## src/design/ibh_pkg.sv

```systemverilog
`timescale 1ns / 1ps
`default_nettype none
// ----------------------------------------------------------------------------
// ibh_pkg
// Shared sizes, codes, entry type and controller/datapath handoff structs
// for the indexed binary min-heap.
// ----------------------------------------------------------------------------
package ibh_pkg;

  localparam int CAPACITY  = 256;
  localparam int ID_COUNT  = 256;
  localparam int KEY_WIDTH = 32;

  localparam int ID_W    = $clog2(ID_COUNT);
  localparam int SLOT_W  = $clog2(CAPACITY + 1);
  localparam int ADDR_W  = $clog2(CAPACITY);
  localparam int CHILD_W = SLOT_W + 1;

  typedef enum logic [1:0] {
    MODE_INSERT = 2'd0,
    MODE_POP    = 2'd1,
    MODE_REMOVE = 2'd2,
    MODE_CLEAR  = 2'd3
  } mode_e;

  typedef enum logic [1:0] {
    ST_OK     = 2'd0,
    ST_EMPTY  = 2'd1,
    ST_FULL   = 2'd2,
    ST_ABSENT = 2'd3
  } status_e;

  typedef enum logic [3:0] {
    S_IDLE,
    S_MAPRD,
    S_DECIDE,
    S_TK_RDK,
    S_TK_RDL,
    S_TK_EVAL,
    S_INS_START,
    S_UP_CHK,
    S_UP_CMP,
    S_DN_CHK,
    S_DN_RD2,
    S_DN_CMP,
    S_PLACE,
    S_DONE
  } state_e;

  typedef struct packed {
    logic [ID_W-1:0]      id;
    logic [KEY_WIDTH-1:0] key;
  } entry_t;

  // Commands from the controller to the datapath.
  typedef struct packed {
    logic    latch_in;
    logic    map_rd;
    logic    take_found;
    logic    take_root;
    logic    set_pending;
    logic    set_status;
    status_e status_val;
    logic    clear_all;
    logic    rd_k;
    logic    rd_last;
    logic    tk_eval;
    logic    ins_start;
    logic    up_rd;
    logic    up_move;
    logic    dn_rd_left;
    logic    dn_capture;
    logic    dn_rd_right;
    logic    dn_move;
    logic    place;
    logic    out_load;
  } cmd_t;

  // Status from the datapath to the controller.
  typedef struct packed {
    mode_e mode;
    logic  present;
    logic  cnt_zero;
    logic  cnt_full;
    logic  k_is_last;
    logic  last_lt_gone;
    logic  gap_gt1;
    logic  up_less;
    logic  child_in;
    logic  right_in;
    logic  dn_less;
    logic  pending;
    logic  out_free;
  } sts_t;

endpackage
`default_nettype wire

```

## src/design/ibh_ctrl.sv

```systemverilog
`timescale 1ns / 1ps
`default_nettype none
// ----------------------------------------------------------------------------
// ibh_ctrl
// Operation sequencer: lookup, take-out, sift-up and sift-down walks.
// ----------------------------------------------------------------------------
module ibh_ctrl import ibh_pkg::*; (
  input  wire  clk_i,
  input  wire  rst_ni,
  input  wire  req_valid_i,
  output logic req_ready_o,
  input  sts_t sts_i,
  output cmd_t cmd_o
);

  state_e state_q, state_d;

  // State register.
  always_ff @(posedge clk_i or negedge rst_ni) begin
    if (!rst_ni) begin
      state_q <= S_IDLE;
    end else begin
      state_q <= state_d;
    end
  end

  // Next state and commands.
  always_comb begin
    state_d     = state_q;
    cmd_o       = '0;
    cmd_o.status_val = ST_OK;
    req_ready_o = 1'b0;
    unique case (state_q)
      S_IDLE: begin
        req_ready_o = 1'b1;
        if (req_valid_i) begin
          cmd_o.latch_in = 1'b1;
          state_d = S_MAPRD;
        end
      end
      S_MAPRD: begin
        cmd_o.map_rd = 1'b1;
        state_d = S_DECIDE;
      end
      S_DECIDE: begin
        unique case (sts_i.mode)
          MODE_INSERT: begin
            if (sts_i.present) begin
              cmd_o.take_found  = 1'b1;
              cmd_o.set_pending = 1'b1;
              state_d = S_TK_RDK;
            end else if (sts_i.cnt_full) begin
              cmd_o.set_status = 1'b1;
              cmd_o.status_val = ST_FULL;
              state_d = S_DONE;
            end else begin
              state_d = S_INS_START;
            end
          end
          MODE_POP: begin
            if (sts_i.cnt_zero) begin
              cmd_o.set_status = 1'b1;
              cmd_o.status_val = ST_EMPTY;
              state_d = S_DONE;
            end else begin
              cmd_o.take_root = 1'b1;
              state_d = S_TK_RDK;
            end
          end
          MODE_REMOVE: begin
            if (sts_i.present) begin
              cmd_o.take_found = 1'b1;
              state_d = S_TK_RDK;
            end else begin
              cmd_o.set_status = 1'b1;
              cmd_o.status_val = ST_ABSENT;
              state_d = S_DONE;
            end
          end
          MODE_CLEAR: begin
            cmd_o.clear_all = 1'b1;
            state_d = S_DONE;
          end
          default: state_d = S_DONE;
        endcase
      end
      S_TK_RDK: begin
        cmd_o.rd_k = 1'b1;
        state_d = S_TK_RDL;
      end
      S_TK_RDL: begin
        cmd_o.rd_last = 1'b1;
        state_d = S_TK_EVAL;
      end
      S_TK_EVAL: begin
        cmd_o.tk_eval = 1'b1;
        if (sts_i.k_is_last) begin
          state_d = sts_i.pending ? S_INS_START : S_DONE;
        end else if (sts_i.last_lt_gone) begin
          state_d = S_UP_CHK;
        end else begin
          state_d = S_DN_CHK;
        end
      end
      S_INS_START: begin
        cmd_o.ins_start = 1'b1;
        state_d = S_UP_CHK;
      end
      S_UP_CHK: begin
        if (sts_i.gap_gt1) begin
          cmd_o.up_rd = 1'b1;
          state_d = S_UP_CMP;
        end else begin
          state_d = S_PLACE;
        end
      end
      S_UP_CMP: begin
        if (sts_i.up_less) begin
          cmd_o.up_move = 1'b1;
          state_d = S_UP_CHK;
        end else begin
          state_d = S_PLACE;
        end
      end
      S_DN_CHK: begin
        if (sts_i.child_in) begin
          cmd_o.dn_rd_left = 1'b1;
          state_d = S_DN_RD2;
        end else begin
          state_d = S_PLACE;
        end
      end
      S_DN_RD2: begin
        cmd_o.dn_capture  = 1'b1;
        cmd_o.dn_rd_right = sts_i.right_in;
        state_d = S_DN_CMP;
      end
      S_DN_CMP: begin
        if (sts_i.dn_less) begin
          cmd_o.dn_move = 1'b1;
          state_d = S_DN_CHK;
        end else begin
          state_d = S_PLACE;
        end
      end
      S_PLACE: begin
        cmd_o.place = 1'b1;
        state_d = sts_i.pending ? S_INS_START : S_DONE;
      end
      S_DONE: begin
        if (sts_i.out_free) begin
          cmd_o.out_load = 1'b1;
          state_d = S_IDLE;
        end
      end
      default: state_d = S_IDLE;
    endcase
  end

endmodule
`default_nettype wire

```

## config.mk

```make
export PLATFORM = sky130hd
export DESIGN_NAME = ibh_ctrl
export DESIGN_NICKNAME = d
export VERILOG_FILES = /design/src/design/ibh_pkg.sv /design/src/design/ibh_ctrl.sv
export SDC_FILE = /design/constraint.sdc
export NUM_CORES = 1
export LEC_CHECK = 0
export BUFFER_PORTS_ARGS = -buffer_cell sky130_fd_sc_hd__buf_2
export CORE_MARGIN = 1.5
export CORE_UTILIZATION = 42
export CTS_CLUSTER_SIZE = 8
export DETAILED_ROUTE_END_ITERATION = 6
export GPL_ROUTABILITY_DRIVEN = 0
export PLACE_DENSITY = 0.79
export SETUP_SLACK_MARGIN = 0.2
export SYNTH_ARGS = -nofsm -noshare
export SYNTH_HDL_FRONTEND = slang
export SYNTH_SLANG_ARGS = --single-unit
```

## constraint.sdc

```tcl
create_clock -name clk_i -period 1.75 [get_ports clk_i]
set_input_delay 0.35 -clock clk_i [delete_from_list [all_inputs] [get_ports clk_i]]
set_output_delay 0.35 -clock clk_i [all_outputs]
set_load 0.005 [all_outputs]
```

Yosys cells after proc, flatten, opt, wreduce, memory -nomap -nowiden
Index checks and enable logic that the tools add are counted.
{"block": "totals", "regBits": 4, "in_bits": 17}
{"block": "classes", "n_eq_ne": 18, "n_mux": 47, "reduce_logical": 4}
{"operator": "$pmux 4 s14", "n": 1}
{"operator": "$mux 4", "n": 10}
{"operator": "$mux 1", "n": 25}
{"operator": "$eq 4x4->1 const B", "n": 6}
{"operator": "$mux 3", "n": 7}
{"operator": "$eq 4x3->1 const B", "n": 4}
{"operator": "$pmux 4 s4", "n": 1}
{"operator": "$pmux 3 s3", "n": 1}
{"operator": "$eq 4x2->1 const B", "n": 2}
{"operator": "$mux 7", "n": 1}
{"operator": "$eq 2x2->1 const B", "n": 2}
{"operator": "$eq 4x1->1 const B", "n": 1}
{"operator": "$logic_not 4->1", "n": 1}
{"operator": "$ne 2x2->1 const B", "n": 2}
{"operator": "$eq 2x1->1 const B", "n": 1}
{"operator": "$logic_not 2->1", "n": 1}
{"operator": "$mux 2", "n": 1}
{"operator": "$reduce_and 2->1", "n": 1}
{"operator": "$reduce_or 2->1", "n": 1}

Depth between registers and ports, before layout
{"block": "logic_depth", "depth_word": 4, "depth_mapped": 6}

Worst setup path after synthesis
OpenSTA, ideal clock, no wires.
{"block": "synth_timing", "path_type": "reg-to-output", "start": "register state_q[0]", "end": "output port cmd_o[16] (netlist name)", "arrival_time_ns": 1.291, "required_time_ns": 1.400, "setup_slack_ns": 0.109, "path_stages_with_launch": 5, "path_cell_list": "dfrtp_1 -> buf_6 -> or4b_4 -> buf_6 -> nor3_1"}
{"element": "from (decl)", "line_no": "ibh_ctrl.sv:16", "text": "state_e state_q, state_d;"}
{"element": "from (signal assigned)", "line_no": "ibh_ctrl.sv:23", "text": "state_q <= state_d;"}
{"element": "to (decl)", "line_no": "ibh_ctrl.sv:13", "text": "output cmd_t cmd_o"}

==> flow_summary_export.csv <==
group,metric,value,unit
sta,slew_headroom,74.46,%
setup_path,r2r-start,"state_q[2]",
setup_path,crit_required,1.40,ns
sta,drv_slew,0,
routing,wl_met2,1178,microns
cells_and_area,multi_input_area,568.0,sq um
setup_path,rrSetupSlack,0.10,ns
synthesis,ys_warn_count,0,
setup_path,worst-setup-path-type,"reg2out",
floorplan,coreArea,1350,sq um
clock_tree,cts_buffers,3,
place,numPortBuffers,38,
routing,drt-initial-drc-count,39,
floorplan,die_h,41.79,microns
clock_tree,clockBufferDepth,2,
synthesis,synth.net_count,112,
routing,routed_wl,2337,microns
cells_and_area,nets,158,
synthesis,synth_mux_area_share,4.950,%
routing,vias,923,
clock_tree,cts.sinks,4,
synthesis,synth.distinct_cells,35,
synthesis,ys_seq_area_share,15.84,%
routing,first_pass_iters,4,
routing,drc,0,
sta,setup_tns,-0.6915,ns
clock_tree,clkLatencyLatePin,0.24,ns
power,ir_drop,0.8088,mV
clock_tree,root_buffer,"clkbuf_4",
clock_tree,path_clk_slew,0.04,ns
grt,track_usage,26.50,%
grt,grt_pass1_wl,3574,microns
grt,grt.overflow.total,0,
routing,top_layer_used,"met4",
run,max_cap_violations,0,
synthesis,synth_xor_xnor_area_share,0,%
power,power.leakage,0.4928,nW
sta,finalWorstSetupSlack,-0.1247,ns
routing,wl_met1,964,microns
floorplan,start_util,46.80,%
grt,antenna_found_initial,0,
cells_and_area,largestRegisters,"state_q x4",
routing,routed-wl-met3,120,microns
sta,setup_viol,9,
worst_hold_path,hold_path_class,"in2async",
setup_path,arrival,1.52,ns
synthesis,syn-cell-area,631.9,sq um
status,status,"finished, violations left",
synthesis,syn_inst,95,
sta,timing.final.crit_share,107.1,%
cells_and_area,diodes,0,
setup_path,slowest_stage,"or4b_4",
synthesis,synth.avg_cell_area,6.651,sq um
status,failed_checks,"negative setup slack",
power,power_density,1404,nW/um^2
cells_and_area,final_layout_size_suffix_gt1_share,50.36,%
floorplan,dieArea,1746,sq um
setup_path,crit_buf_inv,1,
setup_path,worstPathCellList,"or4b_4 -> nor2_2 -> buf_2",
routing,routedWlPerCell,15.18,microns
setup_path,reg2regPathDepth,5,
setup_path,end_kind,"output port",
routing,ant_nets,0,
synthesis,synthAdderAreaFrac,0,%
cells_and_area,fillerInstances,106,
cells_and_area,top_register,"state_q",
grt,grt_pass1_vias,785,
grt,grt_max_degree,20,
cells_and_area,most-common-layout-cells,"buf_2 (38), nor2_1 (9), a21oi_1 (6), nand2_1 (5), o21ai_0 (5)",
clock_tree,tritoncts,"yes",
sta,fin_crit,1.875,ns
synthesis,synth_top_family_by_area,"simple AND/OR/NAND/NOR gates",
floorplan,die_width,41.79,microns
setup_path,cpPeakStageDelay,0.62,ns
setup_path,crit_family,"simple AND/OR/NAND/NOR gates",
synthesis,synthSimpleGateAreaFrac,47.52,%
sta,hold_viol,0,
routing,viasPerCell,5.994,
floorplan,io-pin-count,39,
synthesis,synth_compound_area_share,22.18,%
clock_tree,cts-htree-levels,1,
cells_and_area,syn_to_final_growth,59.60,%
sta,clock_skew,0.004211,ns
cells_and_area,final_common_cell,"buf_2",
setup_path,cp_max_fo,5,
setup_path,start_kind,"flop",
sta,fmax,533.4,MHz
synthesis,synth.ff_latch_count,4,
sta,rsz0062_at_grt,"yes",
cells_and_area,register_area,100.1,sq um
place,dpl.hpwl,1472,microns
setup_path,r2r_end,"state_q[0]",
cells_and_area,largest_reg_flops,4,
cells_and_area,final_util,74.70,%
floorplan,num_rows,13,
sta,worstMarginPinSlew,0.3777,ns
-- metal layers --
metal  GRT usage, %  up-vias
met1          30.37      431
met2          45.31       43
met3          3.913       12
met5              0        -
met4          16.77        0
li1               -      437
-- layout make-up --
class | instances | share of cell area (%)
Tap cell | 15 | 1.861
Clock buffer | 3 | 2.233
Multi-Input combinational cell | 81 | 56.33
Sequential cell | 4 | 9.926
Inverter | 4 | 1.489
Timing Repair Buffer | 47 | 28.16
-- timing repair --
action                                  4_1_cts  5_1_grt
buffers inserted                              1        3
endpoints found under the hold margin         4        0
pin swaps                                     5        6
hold buffers                                  1        0
gates resized for setup                      10       13
gates cloned                                  1        0
endpoints found under the setup margin       21       25
-- cells in the mapped netlist --
master,count,area [sq um]
nor2_1,13,48.80
a21oi_1,9,45.04
nor3_1,8,40.04
nand2_1,6,22.52
nand2b_1,5,31.28
o21ai_0,5,25.02
dfrtp_1,4,100.1
inv_1,4,15.01
nor2b_1,4,25.02
and3_1,3,18.77
buf_2,3,15.01
and2_1,2,12.51
buf_6,2,22.52
mux2i_1,2,20.02
nand3_1,2,10.01
nor4_1,2,12.51
o211ai_1,2,15.01
o21a_1,2,15.01
a31oi_1,1,6.260
and4b_1,1,10.01
buf_1,1,3.750
clkbuf_1,1,3.750
mux2_2,1,11.26
nand3b_1,1,7.510
nand4b_1,1,8.760
nor3b_1,1,7.510
nor4b_1,1,8.760
o211a_1,1,10.01
o221ai_1,1,8.760
o22ai_1,1,6.260
o2bb2ai_1,1,8.760
or2_2,1,6.260
or3b_2,1,8.760
or4_1,1,7.510
or4b_4,1,13.76
-- worst max path at each step --
stage	from	endpoint	depth (start not counted)
after floorplan	state_q[0]	cmd_o[16]	4
after global placement	state_q[2]	cmd_o[16]	3
after detailed placement	state_q[2]	cmd_o[20]	4
after CTS	state_q[3]	cmd_o[12]	3
after global routing	state_q[3]	cmd_o[20]	4
final	state_q[2]	cmd_o[12]	3
-- power by group --
part | switching, mW | total (mW) | internal (mW)
clock | 0.0412 | 0.118 | 0.0769
combinational | 0.609 | 1.11 | 0.500
sequential | 0.0479 | 0.190 | 0.142
-- logic make-up after synthesis --
family	after synthesis
multiplexers	3
flip-flops	4
AO/OA/AOI/OAI	23
AND/OR/NAND/NOR	54
buffers and inverters	11
-- metrics by stage --
step / worst slack (ns) / instances / power (mW) / hold WS (ns) / area (sq um)
3_3_place_gp: 0.1399 / 145 / 0.9831 / 0.1549 / 840.8
2_1_floorplan: 0.1512 / 95 / 0.7809 / 0.05441 / 646.9
4_1_cts: -0.1052 / 151 / 1.267 / 0.4462 / 939.7
5_1_grt: -0.1429 / 154 / 1.502 / 0.4672 / 1008
3_5_place_dp: 0.09896 / 145 / 1.009 / 0.1607 / 840.8
6_report: -0.1247 / 154 / 1.416 / 0.4528 / 1008
Power figures use the tool's default switching activity.
